### config.mk
export PLATFORM = sky130hd
export DESIGN_NAME = bar_code_digit_locator_unit
export DESIGN_NICKNAME = d
export VERILOG_FILES = /design/src/hw/rtl/bcdl_pkg.sv /design/src/hw/rtl/bar_code_digit_locator_unit.sv
export VERILOG_INCLUDE_DIRS = /design/src /design/src/hw/rtl
export SDC_FILE = /design/constraint.sdc
export NUM_CORES = 1
export LEC_CHECK = 0
export BUFFER_PORTS_ARGS = -buffer_cell sky130_fd_sc_hd__buf_4
export CORE_ASPECT_RATIO = 1.1
export CORE_UTILIZATION = 50
export CTS_BUF_LIST = sky130_fd_sc_hd__clkbuf_4 sky130_fd_sc_hd__clkbuf_8
export CTS_CLUSTER_DIAMETER = 120
export DETAILED_ROUTE_END_ITERATION = 8
export PLACE_DENSITY_LB_ADDON = 0.1
export SKIP_CTS_REPAIR_TIMING = 1
export SYNTH_ARGS = -nofsm -noshare
export SYNTH_HDL_FRONTEND = slang
export SYNTH_SLANG_ARGS = --single-unit
### constraint.sdc
create_clock -name clk -period 5.4 [get_ports clk]
set_clock_uncertainty 0.2 [all_clocks]
set_input_delay 0.54 -clock clk [delete_from_list [all_inputs] [get_ports clk]]
set_output_delay 0.54 -clock clk [all_outputs]
set_load 0.01 [all_outputs]
### src/hw/rtl/assert_macros.svh
// Assertion macros shared by the RTL of the digit locator.
// No dependencies; included by the files that carry assertions.
`ifndef ASSERT_MACROS_SVH
`define ASSERT_MACROS_SVH

// The consequent must hold in the same cycle as the antecedent.
`define ASSERT_SAME(label, clk, rst_n, ante, cons) \
	label: assert property (@(posedge clk) disable iff (!rst_n) (ante) |-> (cons)) \
		else $error("assertion failed: same-cycle implication");

// The consequent must hold in the cycle after the antecedent.
`define ASSERT_NEXT(label, clk, rst_n, ante, cons) \
	label: assert property (@(posedge clk) disable iff (!rst_n) (ante) |=> (cons)) \
		else $error("assertion failed: next-cycle implication");

`endif

### src/hw/rtl/bcdl_pkg.sv
// Package of the bar code digit locator: sizes, band limits, state type and digit table.
// No dependencies; imported by bar_code_digit_locator_unit.
`default_nettype none

package bcdl_pkg;

	// Field widths.
	localparam int CoordW = 9;
	localparam int DigitW = 4;
	localparam int CountW = 8;
	localparam int PosW   = 7;
	localparam int LocW   = 8;

	// Default sizes and the number of digits actually held in the table.
	localparam int WindowDigitsDef = 5;
	localparam int TableDigitsDef  = 111;
	localparam int TableStored     = 109;

	// Row limit; a segment yields a digit only when its centre y exceeds it.
	localparam logic [CoordW-1:0] RowLimit = 9'd120;

	// Width bands (signed width) and centre-x bands.
	localparam logic signed [CoordW:0] WidthBand1 = 10'sd90;
	localparam logic signed [CoordW:0] WidthBand2 = 10'sd170;
	localparam logic signed [CoordW:0] WidthBand3 = 10'sd270;
	localparam logic [CoordW-1:0] CxNarrow1 = 9'd110;
	localparam logic [CoordW-1:0] CxNarrow2 = 9'd200;
	localparam logic [CoordW-1:0] CxNarrow3 = 9'd290;
	localparam logic [CoordW-1:0] CxMid1    = 9'd170;
	localparam logic [CoordW-1:0] CxMid2    = 9'd250;
	localparam logic [CoordW-1:0] CxWide1   = 9'd220;

	// Sequencer states.
	typedef enum logic [1:0] {
		ST_IDLE,
		ST_SEARCH,
		ST_EMIT
	} bcdl_state_t;

	// Decimal digits of pi after the point.
	localparam logic [DigitW-1:0] PiTable [0:TableStored-1] = '{
		4'd1, 4'd4, 4'd1, 4'd5, 4'd9, 4'd2, 4'd6, 4'd5, 4'd3, 4'd5,
		4'd8, 4'd9, 4'd7, 4'd9, 4'd3, 4'd2, 4'd3, 4'd8, 4'd4, 4'd6,
		4'd2, 4'd6, 4'd4, 4'd3, 4'd3, 4'd8, 4'd3, 4'd2, 4'd7, 4'd9,
		4'd5, 4'd0, 4'd2, 4'd8, 4'd8, 4'd4, 4'd1, 4'd9, 4'd7, 4'd1,
		4'd6, 4'd9, 4'd3, 4'd9, 4'd9, 4'd3, 4'd7, 4'd5, 4'd1, 4'd0,
		4'd5, 4'd8, 4'd2, 4'd0, 4'd9, 4'd7, 4'd4, 4'd9, 4'd4, 4'd4,
		4'd5, 4'd9, 4'd2, 4'd3, 4'd0, 4'd7, 4'd8, 4'd1, 4'd6, 4'd4,
		4'd0, 4'd6, 4'd2, 4'd8, 4'd6, 4'd2, 4'd0, 4'd8, 4'd9, 4'd9,
		4'd8, 4'd6, 4'd2, 4'd8, 4'd0, 4'd3, 4'd4, 4'd8, 4'd2, 4'd5,
		4'd3, 4'd4, 4'd2, 4'd1, 4'd1, 4'd7, 4'd0, 4'd6, 4'd7, 4'd9,
		4'd8, 4'd2, 4'd1, 4'd4, 4'd8, 4'd0, 4'd8, 4'd6, 4'd5
	};

	// Table lookup; positions past the stored digits read as zero.
	function automatic logic [DigitW-1:0] pi_digit(input logic [PosW-1:0] idx);
		logic [DigitW-1:0] d;
		d = '0;
		if (int'(idx) < TableStored) begin
			d = PiTable[idx];
		end
		return d;
	endfunction

	// Digit class of one segment from its signed width and centre x.
	function automatic logic [DigitW-1:0] classify(
		input logic signed [CoordW:0] width,
		input logic [CoordW-1:0] cx
	);
		logic [DigitW-1:0] d;
		if (width < WidthBand1) begin
			if (cx < CxNarrow1)      d = 4'd1;
			else if (cx < CxNarrow2) d = 4'd2;
			else if (cx < CxNarrow3) d = 4'd3;
			else                     d = 4'd4;
		end else if (width < WidthBand2) begin
			if (cx < CxMid1)      d = 4'd5;
			else if (cx < CxMid2) d = 4'd6;
			else                  d = 4'd7;
		end else if (width < WidthBand3) begin
			if (cx < CxWide1) d = 4'd8;
			else              d = 4'd9;
		end else begin
			d = 4'd0;
		end
		return d;
	endfunction

endpackage

`default_nettype wire

### src/hw/rtl/bar_code_digit_locator_unit.sv
// Top level of the bar code digit locator: digit classing, window, serial table search.
// Depends on bcdl_pkg and assert_macros.svh.
//
// Channel | Direction | Handshake            | Payload
// in      | input     | in_valid / in_stall  | left_x, right_x, center_x, center_y, last_segment
// out     | output    | out_valid / out_stall| location, found, digit_count
// cfg     | input     | cfg_valid / cfg_ready| cfg_data (position_offset)
//
// A segment is taken only in the idle state. When it completes a full window and no match is
// latched yet, the shared window comparator tests one table position per cycle, positions 0 to
// min(TABLE_DIGITS,109) - WINDOW_DIGITS (104 by default), stopping at a hit.
// A last segment then goes on to load the output register, which waits while an earlier
// result is still stalled there. in_stall is high throughout.
// Reset clears the frame state and the offset; no clearing pass is needed.
`default_nettype none

module bar_code_digit_locator_unit #(
	parameter int WINDOW_DIGITS = bcdl_pkg::WindowDigitsDef,
	parameter int TABLE_DIGITS  = bcdl_pkg::TableDigitsDef
) (
	input  wire logic                          clk,
	input  wire logic                          arst_n,
	// Configuration write channel.
	input  wire logic                          cfg_valid,
	output logic                               cfg_ready,
	input  wire logic [bcdl_pkg::PosW-1:0]     cfg_data,
	// Segment channel.
	input  wire logic                          in_valid,
	output logic                               in_stall,
	input  wire logic [bcdl_pkg::CoordW-1:0]   left_x,
	input  wire logic [bcdl_pkg::CoordW-1:0]   right_x,
	input  wire logic [bcdl_pkg::CoordW-1:0]   center_x,
	input  wire logic [bcdl_pkg::CoordW-1:0]   center_y,
	input  wire logic                          last_segment,
	// Result channel.
	output logic                               out_valid,
	input  wire logic                          out_stall,
	output logic signed [bcdl_pkg::LocW-1:0]   location,
	output logic                               found,
	output logic [bcdl_pkg::CountW-1:0]        digit_count
);
	import bcdl_pkg::*;

	// Searchable table length and the last window start position.
	localparam int SearchLen = (TABLE_DIGITS < TableStored) ? TABLE_DIGITS : TableStored;
	localparam bit SearchOk  = (WINDOW_DIGITS <= SearchLen);
	localparam int LastPosI  = SearchOk ? (SearchLen - WINDOW_DIGITS) : 0;
	localparam logic [PosW-1:0] LastPos = PosW'(LastPosI);
	localparam logic [CountW-1:0] WindowCount = CountW'(WINDOW_DIGITS);

	bcdl_state_t state_q, state_d;

	logic [PosW-1:0]   offset_q;
	logic [DigitW-1:0] window_q [WINDOW_DIGITS];
	logic [CountW-1:0] digits_seen_q;
	logic              match_found_q;
	logic [PosW-1:0]   match_pos_q;
	logic [PosW-1:0]   pos_q;
	logic              last_q;

	logic              out_valid_q;
	logic [LocW-1:0]   location_q;
	logic              found_q;
	logic [CountW-1:0] count_q;

	logic              in_acc;
	logic              row_hit;
	logic [DigitW-1:0] new_digit;
	logic [CountW-1:0] count_next;
	logic              search_start;
	logic              hit;
	logic              search_end;
	logic              out_free;
	logic              out_load;

	// Configuration register, always ready.
	assign cfg_ready = 1'b1;

	always_ff @(posedge clk or negedge arst_n) begin
		if (!arst_n) begin
			offset_q <= '0;
		end else if (cfg_valid && cfg_ready) begin
			offset_q <= cfg_data;
		end
	end

	// Classing of the incoming segment and the search start decision.
	assign in_acc     = in_valid && !in_stall;
	assign row_hit    = (center_y > RowLimit);
	assign new_digit  = classify(signed'({1'b0, right_x}) - signed'({1'b0, left_x}), center_x);
	assign count_next = (digits_seen_q == '1) ? digits_seen_q : digits_seen_q + 1'b1;
	assign search_start = in_acc && row_hit && !match_found_q && SearchOk
		&& (count_next >= WindowCount);

	// Shared window comparator against the table at the current position.
	always_comb begin
		hit = 1'b1;
		for (int k = 0; k < WINDOW_DIGITS; k++) begin
			if (pi_digit(pos_q + PosW'(k)) != window_q[k]) begin
				hit = 1'b0;
			end
		end
	end

	// Next state.
	always_comb begin
		state_d = state_q;
		unique case (state_q)
			ST_IDLE: begin
				if (in_acc) begin
					if (search_start) state_d = ST_SEARCH;
					else if (last_segment) state_d = ST_EMIT;
				end
			end
			ST_SEARCH: begin
				if (hit || pos_q == LastPos) begin
					state_d = last_q ? ST_EMIT : ST_IDLE;
				end
			end
			ST_EMIT: begin
				if (out_free) state_d = ST_IDLE;
			end
			default: state_d = ST_IDLE;
		endcase
	end

	// Sequencer outputs.
	always_comb begin
		in_stall   = 1'b1;
		search_end = 1'b0;
		out_load   = 1'b0;
		unique case (state_q)
			ST_IDLE:   in_stall = 1'b0;
			ST_SEARCH: search_end = hit || (pos_q == LastPos);
			ST_EMIT:   out_load = out_free;
			default:   in_stall = 1'b1;
		endcase
	end

	always_ff @(posedge clk or negedge arst_n) begin
		if (!arst_n) begin
			state_q <= ST_IDLE;
		end else begin
			state_q <= state_d;
		end
	end

	// Frame state: window, digit count, latched match and search position.
	always_ff @(posedge clk or negedge arst_n) begin
		if (!arst_n) begin
			for (int k = 0; k < WINDOW_DIGITS; k++) window_q[k] <= '0;
			digits_seen_q <= '0;
			match_found_q <= 1'b0;
			match_pos_q   <= '0;
			pos_q         <= '0;
			last_q        <= 1'b0;
		end else if (out_load) begin
			for (int k = 0; k < WINDOW_DIGITS; k++) window_q[k] <= '0;
			digits_seen_q <= '0;
			match_found_q <= 1'b0;
			match_pos_q   <= '0;
			last_q        <= 1'b0;
		end else if (in_acc) begin
			last_q <= last_segment;
			pos_q  <= '0;
			if (row_hit) begin
				for (int k = 0; k + 1 < WINDOW_DIGITS; k++) window_q[k] <= window_q[k + 1];
				window_q[WINDOW_DIGITS - 1] <= new_digit;
				digits_seen_q <= count_next;
			end
		end else if (state_q == ST_SEARCH) begin
			if (hit) begin
				match_found_q <= 1'b1;
				match_pos_q   <= pos_q;
			end else if (!search_end) begin
				pos_q <= pos_q + 1'b1;
			end
		end
	end

	// Output register; it frees once its transaction completes.
	assign out_free = !out_valid_q || !out_stall;

	always_ff @(posedge clk or negedge arst_n) begin
		if (!arst_n) begin
			out_valid_q <= 1'b0;
		end else if (out_load) begin
			out_valid_q <= 1'b1;
		end else if (!out_stall) begin
			out_valid_q <= 1'b0;
		end
	end

	always_ff @(posedge clk) begin
		if (out_load) begin
			location_q <= match_found_q ? ({1'b0, match_pos_q} - {1'b0, offset_q})
				: ~{1'b0, offset_q};
			found_q    <= match_found_q;
			count_q    <= digits_seen_q;
		end
	end

	assign out_valid   = out_valid_q;
	assign location    = signed'(location_q);
	assign found       = found_q;
	assign digit_count = count_q;

	// Checks on the sequencer.
	`include "assert_macros.svh"

	`ASSERT_SAME(a_no_search_after_match, clk, arst_n, state_q == ST_SEARCH, !match_found_q)
	`ASSERT_SAME(a_pos_in_range, clk, arst_n, state_q == ST_SEARCH, pos_q <= LastPos)
	`ASSERT_NEXT(a_clear_on_emit, clk, arst_n, out_load, digits_seen_q == '0 && out_valid_q)
	`ASSERT_SAME(a_result_from_emit, clk, arst_n, $rose(out_valid_q), $past(state_q == ST_EMIT))

endmodule

`default_nettype wire
; ---- Word level (Yosys, flattened, before mapping)
; Memory sizes are Yosys's and may differ from the RTL's.
; Index checks and enable logic that the tools add are counted.
[word_totals]
romBits = 2560
register_bits = 71
n_memories = 5
input_bits = 49
[classes]
n_addsub = 7
n_reduce_logical = 19
muxes = 63
bitwise_logic = 7
eq_ne = 17
magnitude_cmp = 21
[memory_table]
columns = memory, words, width, read_ports, rd_ports_with_merged_regs, write_ports, line_no
row1 = (name not given), 128, 4, 1, 0, 0, bcdl_pkg.sv:60  ; d = PiTable[idx];
row2 = (name not given), 128, 4, 1, 0, 0, bcdl_pkg.sv:60
row3 = (name not given), 128, 4, 1, 0, 0, bcdl_pkg.sv:60
row4 = (name not given), 128, 4, 1, 0, 0, bcdl_pkg.sv:60
row5 = (name not given), 128, 4, 1, 0, 0, bcdl_pkg.sv:60
[ops]
columns = op, count
row1 = 4-bit two-way mux, 20
row2 = 20-bit two-way mux, 3
row3 = 7-bit two-way mux, 8
row4 = 7-bit inverter with 8-bit output, 6
row5 = 8-bit >= comparator (second input constant), 5
row6 = 8-bit two-way mux, 5
row7 = 9-bit by 8-bit < comparator with 1-bit output (second input constant), 4
row8 = 7-bit < comparator (second input constant), 5
row9 = 4-bit != test, 5
row10 = 1-bit two-way mux, 18
row11 = 7-bit by 2-bit adder with 7-bit output (second input constant), 2
row12 = 2-bit two-way mux, 7
row13 = 10-bit < comparator (second input constant), 1
row14 = 10-bit by 8-bit < comparator with 1-bit output (second input constant), 1
row15 = 10-bit by 9-bit < comparator with 1-bit output (second input constant), 1
row16 = 2-bit != test (second input constant), 5
row17 = 2-bit nonzero test, 5
row18 = 9-bit by 9-bit subtractor with 10-bit output, 1
row19 = 9-bit by 7-bit > comparator with 1-bit output (second input constant), 1
row20 = 9-bit by 7-bit < comparator with 1-bit output (second input constant), 1
row21 = 9-bit < comparator (second input constant), 1
row22 = 8-bit by 1-bit adder with 8-bit output (second input constant), 1
row23 = 8-bit == test (second input constant), 1
row24 = 8-bit by 3-bit >= comparator with 1-bit output (second input constant), 1
row25 = other kinds (18), 26

; ---- Depth between registers and ports, before layout
[logic_depth]
ltp_word = 17
mapped_depth = 18
depth_no_buf = 14

; ---- Worst setup path after synthesis
; Ideal clock, no wire load.
[synth_path]
kind = register to register
from = register pos_q[1]
to = register match_pos_q[2]
t_required_ns = 5.116
path_slack_ns = 0.617
arrival_ns = 4.500
stages_incl_launch_ff = 17
cell_sequence = dfrtp_1 > clkbuf_1 > clkbuf_1 > inv_1 > ha_1 > ha_1 > clkbuf_1 > nor2b_1 > a211o_1 > a32o_1 > o31a_1 > or4b_4 > a2111oi_4 > nand4_1 > or4_4 > nor2_8 > mux2i_1
[synth_via]
elab_chain_cells = 13
elab_cells_between_ends = 46
cone_classes = add/sub (4) / order compare (5) / eq/ne (5) / mux (20) / bitwise (5) / reduce/logical (2) / memory (5)
[synth_rtl]
columns = element, line_no
row1 = from (decl), bar_code_digit_locator_unit.sv:58  ; logic [PosW-1:0] pos_q;
row2 = from (signal assigned), bar_code_digit_locator_unit.sv:176  ; pos_q <= pos_q + 1'b1;
row3 = 7-bit by 1-bit adder with 7-bit output / 7-bit inverter with 8-bit output (equally long branches), "bar_code_digit_locator_unit.sv:99, bcdl_pkg.sv:60"
row4 = 7-bit inverter with 8-bit output (not written as such) / memory read 128 x 4 bit (equally long branches), n/a
row5 = memory read 128 x 4 bit / 4-bit two-way mux (equally long branches), n/a
row6 = 4-bit two-way mux (not written as such), bcdl_pkg.sv:60
row7 = 4-bit two-way mux (on tied branches), "bcdl_pkg.sv:60, bcdl_pkg.sv:59"
row8 = 4-bit two-way mux / 4-bit != test (equally long branches), "bcdl_pkg.sv:59, bar_code_digit_locator_unit.sv:99"
row9 = 4-bit != test / 1-bit two-way mux (equally long branches), bar_code_digit_locator_unit.sv:99  ; if (pi_digit(pos_q + PosW'(k)) != window_q[k]) begin
row10 = 1-bit two-way mux (3 in a row), bar_code_digit_locator_unit.sv:99
row11 = 1-bit two-way mux (*), bar_code_digit_locator_unit.sv:99
row12 = 2-bit nonzero test (no source line) (*), n/a
row13 = 3-bit AND reduction (no source line) (*), n/a
row14 = to (signal assigned), bar_code_digit_locator_unit.sv:174  ; match_pos_q <= pos_q;
row15 = to (decl), bar_code_digit_locator_unit.sv:57  ; logic [PosW-1:0] match_pos_q;
; Mark *: on every way between the ends. The rest lies on a longest branch, timed or not. The select of a mux whose other input is x is not followed.
; A chain may end at the register's enable or synchronous reset.

; ---- Worst setup path in the final report
[layout_path]
from = register pos_q[2]
to = register match_pos_q[5]
; Same word-level chain as after synthesis.

==> results.sh <==
export IMPL_status="finished, final reports clean"
export IMPL_drc=0
export IMPL_slowest_delay_ns=0.87
export IMPL_drive_gt1_share_pct=14.8
export IMPL_ys_warn_count=0
export IMPL_yosys_area_top_type="dfrtp_1"
export IMPL_pin_count=69
export IMPL_fin_area_um2=10200
export IMPL_fmax_ghz=0.200
export IMPL_die_h_um=145
export IMPL_maxCapViolations=0
export IMPL_cp_cell_sequence="ha_1 -> xnor2_2 -> o21ai_0 -> o31ai_1 -> o21ai_1 -> a211oi_1 -> xor2_1 -> a2111oi_4 -> nand4_1 -> or4_4 -> nor2_8 -> mux2i_1"
export IMPL_rows=51
export IMPL_drv_slew=0
export IMPL_postPlaceCellArea_um2=9970
export IMPL_synth_seq_cells=71
export IMPL_start_util_pct=51.7
export IMPL_die_width_um=132
export IMPL_final_hold_viol_count=0
export IMPL_dr_first_iter_drc_count=980
export IMPL_cts_made_buffers=9
export IMPL_crit_path_end_kind="register"
export IMPL_wl_mm=30.4
export IMPL_area_growth_pct=9.45
export IMPL_seq_area_frac_synth_pct=20.0
export IMPL_worst_endpoint_required_ns=5.47
export IMPL_synthArstFlopShare_pct=76.1
export IMPL_power_uw=1170
export IMPL_worstHoldPathType="input port to async pin"
export IMPL_clk_pin_slew_ns=0.08
export IMPL_criticalPathCategory="register to register"
export IMPL_cp_arrival_ns=5.07
export IMPL_fin_crit_sh_pct=92.7
export IMPL_max_slew_margin_pct=34.3
export IMPL_slowest_stage="xnor2_2"
export IMPL_synth_cell_types=96
export IMPL_setup_ws_ns=0.395
export IMPL_grt_use_total_pct=31.5
export IMPL_clock_sinks=71
export IMPL_startpoint_type="register"
export IMPL_vias=9836
export IMPL_diodes=0
export IMPL_overflow=0
export IMPL_cts_root_buf="clkbuf_8"
export IMPL_ant_nets=0
export IMPL_antenna_found_initial=0
export IMPL_vias_per_cell=6.65
export IMPL_first_pass_iters=5
export IMPL_wl_per_cell_um=20.5
export IMPL_hold_ws_ns=0.0320
export IMPL_gp_congestion=0.977
export IMPL_netlist_instances=1228
export IMPL_yosysMostFrequentCell="nand2_1"
export IMPL_ir_drop_uv=175
export IMPL_syn_area_um2=9310
export IMPL_synthTopCellsByCount="nand2_1 (126), a21oi_1 (74), clkbuf_1 (74), o21ai_0 (73), nor2_1 (58)"
export IMPL_core_area_um2=18000
export IMPL_portBuffers=66
export IMPL_cts_tree="built"
export IMPL_die_area_um2=19200
export IMPL_synth_area_top_cells="dfrtp_1 (15%), ha_1 (5.5%), edfxtp_1 (5.5%), nand2_1 (5.1%), a21oi_1 (4.0%)"
export IMPL_fill_cells=1766
export IMPL_synth_area_per_cell_um2=7.58
export IMPL_grt_max_degree=74
export IMPL_final_nets=1327
export IMPL_finalSetupTns_ns=0
export IMPL_p_leak_uw=0.00393
export IMPL_synth_fp_nets=1320
export IMPL_period_minus_slack_ns=5.01
export IMPL_power_density_nw_per_um2=115
export IMPL_worstSkewPairLatency_ns=0.35
export IMPL_pre_cts_ws_ns=0.473
export IMPL_grt_pass1_wl_mm=49.0
export IMPL_htree_num_levels=3
export IMPL_crit_family="compound AO/OA/AOI/OAI gates"
export IMPL_rsz0062_at_grt="false"
export IMPL_synth_top_cell_area_share_pct=14.5
export IMPL_critPathMaxFanout=18
export IMPL_setup_viol=0
export IMPL_tightestPinTransition_ns=0.980
export IMPL_hpwlAfterDp_mm=21.3
export IMPL_synthFlopType="dfrtp_1"
export IMPL_critical_path_buf_inv_count=0
export IMPL_cts_buffer_depth=2
export IMPL_synth_edf_count=17
export IMPL_grt_pass1_vias=9255
[area by class of cell]
cell class | count | area (um2) | share of cell area, %
multi-input combinational | 990 | 6740 | 66.1
sequential | 71 | 1870 | 18.3
clock inverter | 5 | 81.3 | 0.798
tap | 238 | 298 | 2.92
timing repair buffer | 121 | 908 | 8.91
clock buffer | 11 | 139 | 1.36
inverter | 42 | 158 | 1.55
[cells in the final DEF, fill, tap and decap left out, types with 7 or more instances in the layout]
cell	synthesis	layout
a2111oi_0	19	19
nand2_1	126	126
nand3_1	53	53
and2_1	13	13
o311ai_0	9	9
mux2i_1	37	37
a221oi_1	8	8
buf_4	7	121
inv_1	35	35
nor3_1	38	38
nor2_1	58	58
xnor2_1	34	34
ha_1	41	41
nor2b_1	25	25
a31oi_1	30	30
a21o_1	10	10
mux2_2	7	7
dfrtp_1	54	50
or3_1	8	8
clkbuf_8	0	9
edfxtp_1	17	17
o221ai_1	16	16
o31ai_1	8	8
a21oi_1	74	74
and3_1	7	7
nand4_1	14	14
o21ai_0	73	73
o2111ai_1	7	7
nor4_1	7	7
a211oi_1	34	34
o211ai_1	34	34
xor2_1	18	18
a311oi_1	7	7
nand2b_1	35	35
[metrics by stage]
step | util (%) | instances
2_1_floorplan | - | 1228
3_3_place_gp | 55.4 | 1462
3_5_place_dp | 55.4 | 1462
4_1_cts | 56.6 | 1478
5_1_grt | 56.6 | 1478
6_report | 56.6 | 1478
[cells by family after synthesis]
kind of cell / synth area share [%]
buf+inv: 7.62
other cells: 0.0403
flops: 20.0
compound gates: 31.9
fa+ha+maj: 5.94
xor+xnor: 5.71
mux: 5.55
simple gates: 23.2
[sequential cells by signal (all words and copies together) (netlist names)]
signal and flops:
match_pos_q 7, state_q 2, pos_q 7, out_valid 1, digits_seen_q 8, digit_count 8
last_q 1, location 8, offset_q 7, window_q 20, match_found_q 1, found 1
[per-layer routing]
metal | track usage (%) | share of wire [%] | wire length (um)
met1 | 41.7 | 43 | 13000
met2 | 51.9 | 47 | 14200
met3 | 3.14 | 7.1 | 2150
met4 | 13.5 | 3.1 | 945
met5 | 0 | 0 | 0
[worst paths after layout]
kind                              start                to  slack [ns]  depth (start not counted)
min in group clk            cfg_data[1]       offset_q[1]        0.20                          3
setup / recovery               pos_q[2]    match_pos_q[5]        0.39                         12
setup reg to reg               pos_q[2]    match_pos_q[5]        0.39                         12
hold reg to reg            window_q[15]      window_q[19]        0.32                          2
max in group asynchronous        arst_n          pos_q[2]        4.45                          1
hold / removal                   arst_n  digits_seen_q[6]        0.03                          1
[where the power goes]
part | total (uW) | internal (uW) | leakage (uW) | switching [uW]
registers | 556 | 553 | 0.000858 | 2.67
clock network | 473 | 271 | 0.000111 | 201
logic | 142 | 69.6 | 0.00296 | 72.0
(Power assumes the default switching activity.)
